===== config.mk =====
export PLATFORM = sky130hd
export DESIGN_NAME = modular_exponentiation
export DESIGN_NICKNAME = d
export VERILOG_FILES = /design/src/rtl/modexp_pkg.sv /design/src/rtl/modexp_basered.sv /design/src/rtl/modexp_mulmod.sv /design/src/rtl/modular_exponentiation.sv
export SDC_FILE = /design/constraint.sdc
export NUM_CORES = 1
export LEC_CHECK = 0
export BUFFER_PORTS_ARGS = -buffer_cell sky130_fd_sc_hd__buf_4
export CAP_MARGIN = 25
export CORE_AREA = 2 2 189 191
export CTS_CLUSTER_SIZE = 40
export DETAILED_ROUTE_END_ITERATION = 6
export DIE_AREA = 0 0 191 193
export PLACE_DENSITY_LB_ADDON = 0.3
export SETUP_SLACK_MARGIN = 0.05
export SYNTH_ARGS = -nofsm -noshare
export SYNTH_HDL_FRONTEND = slang
export SYNTH_SLANG_ARGS = --single-unit

===== constraint.sdc =====
create_clock -name clk -period 5.8 [get_ports clk]
set_clock_uncertainty 0.15 [all_clocks]
set_input_delay 0.87 -clock clk [delete_from_list [all_inputs] [get_ports clk]]
set_output_delay 0.87 -clock clk [all_outputs]
set_load 0.05 [all_outputs]

===== src/rtl/modexp_pkg.sv =====
// Package for the modular exponentiation block: widths, register indexes,
// controller states and the request/response types of the multiplier.
// Depends on nothing; every other file imports it.
package modexp_pkg;

  localparam int RES_W     = 31;
  localparam int CFG_W     = 32;
  localparam int CFG_IDX_W = 2;
  localparam int MUL_CNT_W = $clog2(RES_W + 1);

  localparam logic [CFG_IDX_W-1:0] CFG_MODULUS  = CFG_IDX_W'(0);
  localparam logic [CFG_IDX_W-1:0] CFG_EXPONENT = CFG_IDX_W'(1);

  typedef logic [RES_W-1:0] res_t;

  typedef enum logic [2:0] {
    ST_IDLE,
    ST_REDUCE,
    ST_ROUND,
    ST_MUL_ACC,
    ST_MUL_SQ,
    ST_FINISH
  } state_t;

  typedef struct packed {
    logic start;
    res_t a;
    res_t b;
  } mm_req_t;

  typedef struct packed {
    logic done;
    res_t result;
  } mm_rsp_t;

endpackage


===== src/rtl/modexp_basered.sv =====
// Bit-serial reduction of the input base by the modulus, most significant bit first.
// Depends on modexp_pkg.
module modexp_basered #(
  parameter int DATA_WIDTH = 32
) (
  input  logic                    clk,
  input  logic                    rst,
  input  logic                    start,
  input  logic [DATA_WIDTH-1:0]   value,
  input  modexp_pkg::res_t        modulus,
  output logic                    done,
  output modexp_pkg::res_t        result
);
  import modexp_pkg::*;

  localparam int CNT_W = $clog2(DATA_WIDTH + 1);

  logic [DATA_WIDTH-1:0] sh;
  logic [CNT_W-1:0]      cnt;
  logic                  busy;
  res_t                  rem;
  logic [RES_W:0]        trial;
  logic [RES_W:0]        rem_next;

  always_comb begin
    trial = {rem, sh[DATA_WIDTH-1]};
    if (trial >= {1'b0, modulus}) begin
      rem_next = trial - {1'b0, modulus};
    end else begin
      rem_next = trial;
    end
  end

  always_ff @(posedge clk) begin
    if (rst) begin
      busy <= 1'b0;
      done <= 1'b0;
    end else begin
      done <= busy && (cnt == CNT_W'(1));
      if (start) begin
        busy <= 1'b1;
      end else if (busy && (cnt == CNT_W'(1))) begin
        busy <= 1'b0;
      end
    end
  end

  always_ff @(posedge clk) begin
    if (start) begin
      sh  <= value;
      rem <= '0;
      cnt <= CNT_W'(DATA_WIDTH);
    end else if (busy) begin
      sh  <= sh << 1;
      rem <= rem_next[RES_W-1:0];
      cnt <= cnt - CNT_W'(1);
    end
  end

  assign result = rem;

endmodule


===== src/rtl/modexp_mulmod.sv =====
// Bit-serial modular multiplier: one multiplier bit per cycle, least significant first.
// Depends on modexp_pkg.
module modexp_mulmod (
  input  logic                 clk,
  input  logic                 rst,
  input  modexp_pkg::mm_req_t  req,
  input  modexp_pkg::res_t     modulus,
  output modexp_pkg::mm_rsp_t  rsp
);
  import modexp_pkg::*;

  res_t                 acc;
  res_t                 addend;
  res_t                 mult;
  logic [MUL_CNT_W-1:0] cnt;
  logic                 busy;
  logic                 done;
  logic [RES_W:0]       sum_acc;
  logic [RES_W:0]       sum_dbl;
  res_t                 acc_next;
  res_t                 addend_next;

  always_comb begin
    sum_acc = {1'b0, acc} + {1'b0, addend};
    sum_dbl = {1'b0, addend} + {1'b0, addend};
    acc_next = acc;
    if (mult[0]) begin
      if (sum_acc >= {1'b0, modulus}) begin
        acc_next = RES_W'(sum_acc - {1'b0, modulus});
      end else begin
        acc_next = sum_acc[RES_W-1:0];
      end
    end
    if (sum_dbl >= {1'b0, modulus}) begin
      addend_next = RES_W'(sum_dbl - {1'b0, modulus});
    end else begin
      addend_next = sum_dbl[RES_W-1:0];
    end
  end

  always_ff @(posedge clk) begin
    if (rst) begin
      busy <= 1'b0;
      done <= 1'b0;
    end else begin
      done <= busy && (cnt == MUL_CNT_W'(1));
      if (req.start) begin
        busy <= 1'b1;
      end else if (busy && (cnt == MUL_CNT_W'(1))) begin
        busy <= 1'b0;
      end
    end
  end

  always_ff @(posedge clk) begin
    if (req.start) begin
      acc    <= '0;
      addend <= req.a;
      mult   <= req.b;
      cnt    <= MUL_CNT_W'(RES_W);
    end else if (busy) begin
      acc    <= acc_next;
      addend <= addend_next;
      mult   <= mult >> 1;
      cnt    <= cnt - MUL_CNT_W'(1);
    end
  end

  assign rsp.done   = done;
  assign rsp.result = acc;

endmodule


===== src/rtl/modular_exponentiation.sv =====
// Top level of the modular exponentiation block: registers, sequencer and output register.
// Depends on modexp_pkg, modexp_basered and modexp_mulmod.
//
//   channel  direction  handshake          payload
//   cfg      in         cfg_valid/ready    cfg_index, cfg_data
//   in       in         in_valid/stall     base_value
//   out      out        out_valid/stall    power_residue
//
// An item first has its base reduced by the modulus, then goes through modular multiplications
// in the bit-serial multiplier, one square for every exponent bit below the highest set one
// and one further product for every set bit, and ends in a finish state that loads the result.
// The next item is taken only once that result has been loaded into the output register.
// Reset is synchronous and restores the modulus to 1 and the exponent to 0.
// A new item is taken while a finished result still waits on a stalled output.
module modular_exponentiation #(
  parameter int DATA_WIDTH = 32
) (
  input  logic                                clk,
  input  logic                                rst,
  input  logic                                cfg_valid,
  output logic                                cfg_ready,
  input  logic [modexp_pkg::CFG_IDX_W-1:0]    cfg_index,
  input  logic [modexp_pkg::CFG_W-1:0]        cfg_data,
  input  logic                                in_valid,
  output logic                                in_stall,
  input  logic [DATA_WIDTH-1:0]               base_value,
  output logic                                out_valid,
  input  logic                                out_stall,
  output modexp_pkg::res_t                    power_residue
);
  import modexp_pkg::*;

  state_t  state;
  state_t  state_next;
  res_t    modulus;
  res_t    exponent;
  res_t    acc;
  res_t    sq;
  res_t    exp_sh;
  logic    red_start;
  logic    red_done;
  res_t    red_result;
  mm_req_t mm_req;
  mm_rsp_t mm_rsp;
  logic    out_load;

  assign cfg_ready = 1'b1;
  assign in_stall  = (state != ST_IDLE);

  always_ff @(posedge clk) begin
    if (rst) begin
      modulus  <= RES_W'(1);
      exponent <= '0;
    end else if (cfg_valid && cfg_ready) begin
      unique case (cfg_index)
        CFG_MODULUS:  modulus  <= cfg_data[RES_W-1:0];
        CFG_EXPONENT: exponent <= cfg_data[RES_W-1:0];
        default: ;
      endcase
    end
  end

  modexp_basered #(
    .DATA_WIDTH(DATA_WIDTH)
  ) u_basered (
    .clk    (clk),
    .rst    (rst),
    .start  (red_start),
    .value  (base_value),
    .modulus(modulus),
    .done   (red_done),
    .result (red_result)
  );

  modexp_mulmod u_mulmod (
    .clk    (clk),
    .rst    (rst),
    .req    (mm_req),
    .modulus(modulus),
    .rsp    (mm_rsp)
  );

  always_ff @(posedge clk) begin
    if (rst) begin
      state <= ST_IDLE;
    end else begin
      state <= state_next;
    end
  end

  always_comb begin
    state_next   = state;
    red_start    = 1'b0;
    mm_req.start = 1'b0;
    mm_req.a     = sq;
    mm_req.b     = sq;
    out_load     = 1'b0;
    unique case (state)
      ST_IDLE: begin
        if (in_valid) begin
          red_start  = 1'b1;
          state_next = ST_REDUCE;
        end
      end
      ST_REDUCE: begin
        if (red_done) begin
          state_next = ST_ROUND;
        end
      end
      ST_ROUND: begin
        if (exp_sh == '0) begin
          state_next = ST_FINISH;
        end else if (exp_sh[0]) begin
          mm_req.start = 1'b1;
          mm_req.a     = acc;
          state_next   = ST_MUL_ACC;
        end else begin
          mm_req.start = 1'b1;
          state_next   = ST_MUL_SQ;
        end
      end
      ST_MUL_ACC: begin
        if (mm_rsp.done) begin
          state_next = ST_ROUND;
        end
      end
      ST_MUL_SQ: begin
        if (mm_rsp.done) begin
          state_next = ST_ROUND;
        end
      end
      ST_FINISH: begin
        if (!out_valid || !out_stall) begin
          out_load   = 1'b1;
          state_next = ST_IDLE;
        end
      end
      default: state_next = ST_IDLE;
    endcase
  end

  always_ff @(posedge clk) begin
    if (red_start) begin
      exp_sh <= exponent;
      acc    <= (modulus == RES_W'(1)) ? '0 : RES_W'(1);
    end
    if ((state == ST_REDUCE) && red_done) begin
      sq <= red_result;
    end
    if ((state == ST_MUL_ACC) && mm_rsp.done) begin
      acc       <= mm_rsp.result;
      exp_sh[0] <= 1'b0;
    end
    if ((state == ST_MUL_SQ) && mm_rsp.done) begin
      sq     <= mm_rsp.result;
      exp_sh <= exp_sh >> 1;
    end
  end

  always_ff @(posedge clk) begin
    if (rst) begin
      out_valid <= 1'b0;
    end else if (out_load) begin
      out_valid <= 1'b1;
    end else if (!out_stall) begin
      out_valid <= 1'b0;
    end
  end

  // A zero modulus lies outside the legal range and yields zero.
  always_ff @(posedge clk) begin
    if (out_load) begin
      power_residue <= (modulus == '0) ? '0 : acc;
    end
  end

endmodule

# [Word level (Yosys, flattened, before mapping)]
# Index checks and enable logic that the tools add are counted.
[word_totals] regBits=361 latchBits=0 ram_bits=0 romBits=0 word_cells=108 n_memories=0
[classes] n_addsub=7 n_mul=0 n_div=0 n_lt_le_gt_ge=3 eq_ne=14 shifts=0 mux=37 n_bitwise=0 n_reduce_logical=26
[ops] cell="two-way mux 31 bit" count=12
[ops] cell="two-way mux 32 bit" count=4
[ops] cell="greater-or-equal comparator 32 x 31 -> 1 bit" count=3
[ops] cell="subtractor 31 bit" count=3
[ops] cell="adder 31 x 31 -> 32 bit" count=2
[ops] cell="zero test 31 bit" count=2
[ops] cell="two-way mux 30 bit" count=2
[ops] cell="equality test 31 x 1 -> 1 bit, second input constant" count=1
[ops] cell="two-way mux 3 bit" count=6
[ops] cell="one-hot mux 3 bit (5 select lines)" count=1
[ops] cell="nonzero test 2 bit" count=7
[ops] cell="two-way mux 1 bit" count=12
[ops] cell="equality test 3 x 2 -> 1 bit, second input constant" count=2
[ops] cell="equality test 3 bit, second input constant" count=2
[ops] cell="equality test 6 x 1 -> 1 bit, second input constant" count=1
[ops] cell="inequality test 2 x 1 -> 1 bit, second input constant" count=3
[ops] cell="AND reduction 2 bit" count=3
[ops] cell="nonzero test 3 bit" count=2
[ops] cell="subtractor 6 x 1 -> 6 bit, second input constant" count=1
[ops] cell="equality test 5 x 1 -> 1 bit, second input constant" count=1
[ops] cell="logical AND 1 bit" count=5
[ops] cell="subtractor 5 x 1 -> 5 bit, second input constant" count=1
[ops] cell="inequality test 2 bit, second input constant" count=2
[ops] cell="AND reduction 4 bit" count=1
[ops] cell="7 further kinds" count=8

# [Logic depth before layout (Yosys ltp)]
[logic_depth] depth_word=5 depth_mapped=25

# [Cells and area by module]
# A second synthesis with hierarchy kept.
[hier_totals] hier_cells=2300 hier_area_um2=22781.8
[by_module_without_submodules] mod="modexp_mulmod" n_inst=1 cells_per_inst=1124 area_per_inst_um2=9616.7 seq_area_each_um2=2622.5
[by_module_without_submodules] mod="modular_exponentiation" n_inst=1 cells_per_inst=647 area_per_inst_um2=8324.2 seq_area_each_um2=5034.8
[by_module_without_submodules] mod="modexp_basered" n_inst=1 cells_per_inst=529 area_per_inst_um2=4840.9 seq_area_each_um2=1741.7

# [Least setup slack after synthesis]
# No wires, ideal clock.
[synth_path] kind="register -> register" from="register u_mulmod.addend[0]" to="register u_mulmod.acc[27]" setup_time_ns=0.086 arrival_time_ns=4.413 t_required_ns=5.564 setup_slack_ns=1.151 stages_incl_launch_ff=19 path_buffers=1 synth_period_minus_slack_ns=4.649 cell_sequence="edfxtp_1 > ha_1 > fa_1 > a21o_1 > a221oi_2 > o21ai_1 > a31oi_1 > o21ai_0 > xor2_1 > ha_1 > clkbuf_1 > nand4_1 > or3_1 > or2_0 > o22ai_1 > o31a_1 > a2111oi_0 > o311a_1 > a211oi_1"
[synth_between] elab_chain_len=3 word_cells_on_any_way=4 classes_between="add/sub (2); order compare (1); mux (1)"
[synth_rtl] item="start, declared" line_no="modexp_mulmod.sv:13" source="res_t addend;"
[synth_rtl] item="start signal, assigned" line_no="modexp_mulmod.sv:58" source="addend <= req.a;"
[synth_rtl] item="start signal, assigned" line_no="modexp_mulmod.sv:63" source="addend <= addend_next;"
[synth_rtl] item="adder 31 x 31 -> 32 bit (*)" line_no="modexp_mulmod.sv:24" source="sum_acc = {1'b0, acc} + {1'b0, addend};"
[synth_rtl] item="subtractor 31 bit or greater-or-equal comparator 32 x 31 -> 1 bit (tied branches)" line_no="modexp_mulmod.sv:29, modexp_mulmod.sv:28"
[synth_rtl] item="two-way mux 31 bit (*)" line_no="modexp_mulmod.sv:28" source="if (sum_acc >= {1'b0, modulus}) begin"
[synth_rtl] item="end signal, assigned" line_no="modexp_mulmod.sv:62" source="acc <= acc_next;"
[synth_rtl] item="end, declared" line_no="modexp_mulmod.sv:12" source="res_t acc;"
# Every way passes the cells marked *; elsewhere a longest branch is shown, timed or not.
# A chain may end at the register's enable or synchronous reset.

# [Worst setup path after layout]
[layout_path] from="register u_mulmod.addend[0]" to="register u_mulmod.acc[20]"
# The elaborated chain is that of the path after synthesis.

==> run_results.csv <==
group,metric,value,unit
logic_synthesis,synth_cell_types,80,
global_routing,antenna_found_initial,3,
clock_tree,clkLatencyLatePin,530,ps
placed_design,dp_hpwl,40000,um
detailed_routing,detail-route-antenna-nets,0,
clock_tree,post_cts_buffers,0,
clock_tree,cts_sinks,361,
detailed_routing,wl_per_cell,19.2,um
logic_synthesis,synthTopCellsByArea,"edfxtp_1 (30%), dfxtp_1 (13%), nand2_1 (7.5%), ha_1 (7.4%), a21oi_1 (5.4%)",
setup_path,r2r_setup_slack,380,ps
floorplanning,initial_utilization,0.621,
floorplanning,die_area,0.0369,mm2
logic_synthesis,synth_area,0.0217,mm2
cells_and_area,nets,2601,
logic_synthesis,syn_inst,2358,
timing,rsz0062_at_grt,"no",
setup_path,startpoint,"u_mulmod.addend[0]$_DFFE_PP_",
detailed_routing,num_vias,17792,
logic_synthesis,avgSynthCellArea,9.20,um2
floorplanning,dieHeight,193,um
pwr,peakVddDrop,328,uV
cells_and_area,diodes,0,
clock_tree,clk_pin_slew,60,ps
clock_tree,ctsHtreeMaxLevel,2,
setup_path,rr_worst_depth,21,
global_routing,grt_pass1_wl,88500,um
logic_synthesis,synth_nets,2561,
detailed_routing,drc,0,
timing,period_minus_slack,5420,ps
cells_and_area,layout.cells.non_filler,2888,
global_routing,grt_use_total,0.303,
detailed_routing,wl,55500,um
setup_path,r2r_end,"u_mulmod.acc[20]$_SDFFE_PP0P_",
run,drv_cap,0,
timing,setup_tns,0,ps
timing,finalMaxSlewViolations,0,
logic_synthesis,synth-seq-cells,361,
cells_and_area,fill_cells,2773,
clock_tree,root_buffer,"clkbuf_16",
setup_path,crit_type,"reg2reg",
timing,slew_headroom,0.451,
logic_synthesis,ys_top_cells_by_count,"nand2_1 (436), a21oi_1 (235), edfxtp_1 (217)",
floorplanning,core_area,0.0350,mm2
timing,worst_pin_slew,824,ps
global_routing,first_global_vias,16898,
logic_synthesis,synth_top_area_share,0.300,
logic_synthesis,yosys_warnings,0,
pwr,power_density,674,mW/mm2
logic_synthesis,synthArstFlopShare,0,
logic_synthesis,synth_most_common_cell,"nand2_1",
cells_and_area,drive_gt1_frac,0.117,
clock_tree,clockBufferDepth,3,
floorplanning,rows,69,
clock_tree,ctsResizeCount,0,
global_routing,grt_overflow_total,0,
timing,setup_viol,0,
floorplanning,die_x,191,um
floorplanning,pin_count,105,
timing,finalHoldViolations,0,
setup_path,r2r_start,"u_mulmod.addend[0]$_DFFE_PP_",
setup_path,cp_max_fo,9,
timing,fmax,185,MHz
detailed_routing,dr.pass1.iters,6,
logic_synthesis,yosysSeqAreaShare,0.433,
pwr,leakagePower,9.72,nW
placed_design,placedCellCount,2819,
detailed_routing,avgViaCountPerCell,6.16,
placed_design,place_congestion,1.03,
setup_path,setup.worst_path.end_class,"register",
logic_synthesis,synth_ff_type,"edfxtp_1",
setup_path,critPathLaunchType,"register",
setup_path,crit_arrival,5630,ps
global_routing,grt_max_degree,71,
clock_tree,hold_buffers,0,
timing,holdWs,303,ps
min_path,hold_class,"reg2reg",
run_status,status,"completed",
logic_synthesis,synth.largest_area_cell,"edfxtp_1",
cells_and_area,area_growth,11.0,%
placed_design,port_buffers,102,
logic_synthesis,synth_edf_count,217,
timing,min_period_over_period,0.934,
clock_tree,cts_buffers,38,
setup_path,crit_end,"u_mulmod.acc[20]$_SDFFE_PP0P_",
detailed_routing,drt_iter0_drc,1472,
clock_tree,cts_tree,"built",
setup_path,required,6020,ps
[area by class of cell]
type	instances	area [um2]	area share
repair buffers	129	996	0.0413
clock inverters	25	267	0.0111
multi-input cells	1796	11600	0.481
flip-flops and latches	361	9400	0.390
inverters	72	270	0.0112
well taps	461	577	0.0239
clock buffers	44	1000	0.0417
[layer usage]
layer | vias to the layer above | routed length, um | global-route usage
met2 | 698 | 25400 | 0.491
met4 | 0 | 1530 | 0.0886
met3 | 88 | 4390 | 0.0367
met5 | - | 0 | 0
met1 | 8453 | 24200 | 0.428
li1 | 8553 | - | -
[cells by family (layout without fill, tap and decap cells)]
logic type	count (synthesis)	count (layout)	share of synthesized area
buffers and inverters	201	270	0.0366
and+or+nand+nor	807	807	0.170
DFF	361	361	0.433
AOI/OAI and AO/OA	621	621	0.177
adders and majority gates	132	132	0.0775
muxes	121	121	0.0594
xor gates and xnor gates	114	114	0.0460
other	1	1	0.000173
[through the flow]
step | area, um2 | util | total power, mW | setup WS [ps]
6_report | 24100 | 0.689 | 16.2 | 385
5_1_grt | 24100 | 0.689 | 17.4 | 217
4_1_cts | 24100 | 0.689 | 16.1 | 554
3_5_place_dp | 22800 | 0.653 | 13.5 | 604
3_3_place_gp | 22800 | 0.652 | 13.3 | 659
2_1_floorplan | 21700 | - | 11.5 | 1150
[flip-flops by register name, summed over array words and instances, names as in the netlist]
| signal | cells |
|---|---|
| u_basered.done | 1 |
| exponent | 31 |
| state | 3 |
| u_mulmod.busy | 1 |
| modulus | 31 |
| exp_sh | 31 |
| acc | 31 |
| out_valid | 1 |
| u_basered.sh | 32 |
| u_basered.busy | 1 |
| power_residue | 31 |
| u_mulmod.mult | 31 |
| u_mulmod.cnt | 5 |
| u_basered.cnt | 6 |
| u_mulmod.done | 1 |
| u_mulmod.acc | 31 |
| u_mulmod.addend | 31 |
| sq | 31 |
| u_basered.result | 31 |
[where the power goes]
group / internal [mW] / switching (mW) / total, mW
logic: 3.89 / 5.62 / 9.51
clock network: 1.48 / 1.04 / 2.51
registers: 3.67 / 0.549 / 4.22
[layout by cell type (no fill, tap or decap), drive strengths merged, types with 14 or more instances in the layout]
master / Yosys / routed
nand2: 437 / 437
a21oi: 237 / 237
edfxtp: 217 / 217
dfxtp: 144 / 144
buf: 29 / 129
ha: 128 / 128
o21ai: 128 / 128
nor2: 99 / 99
inv: 72 / 78
xnor2: 71 / 71
a21o: 67 / 67
nor2b: 64 / 64
mux2i: 61 / 61
mux2: 60 / 60
a211oi: 58 / 58
clkbuf: 100 / 44
xor2: 43 / 43
and2: 41 / 41
nand3: 32 / 32
nor3: 29 / 29
nand4: 27 / 27
a31oi: 23 / 23
nand2b: 20 / 20
nor4: 18 / 18
o211ai: 16 / 16
o21a: 14 / 14
[worst min-delay path by stage]
| stage | from | end | slack (ps) | depth (start not counted) |
|---|---|---|---|---|
| global placement | exponent[30]$_SDFFE_PP0P_ | exp_sh[30]$_SDFFE_PP0P_ | 290 | 2 |
| detailed placement | exponent[4]$_SDFFE_PP0P_ | exponent[4]$_SDFFE_PP0P_ | 300 | 2 |
| CTS | exponent[21]$_SDFFE_PP0P_ | exponent[21]$_SDFFE_PP0P_ | 310 | 2 |
| global route | exponent[4]$_SDFFE_PP0P_ | exponent[4]$_SDFFE_PP0P_ | 320 | 2 |
| floorplan | exponent[30]$_SDFFE_PP0P_ | exp_sh[30]$_SDFFE_PP0P_ | 280 | 2 |
| finish | exponent[4]$_SDFFE_PP0P_ | exponent[4]$_SDFFE_PP0P_ | 300 | 2 |
[worst max-delay path: stages, from the launching register on]
cell and delay, ps:
edfxtp_1 440, ha_1 240, fa_1 430, a21o_1 240, a221oi_2 290, buf_4 180
o21a_1 170, nor3_1 90, o21a_1 230, nor3_1 200, o21bai_1 110, a21oi_1 180
xnor2_1 110, ha_1 470, nand4_1 280, a211oi_1 440, o21ai_1 110, nand4_1 100
a41o_2 210, buf_4 180, mux2i_1 290, a21oi_1 130
Note: power is estimated with default switching activity, not from simulation.
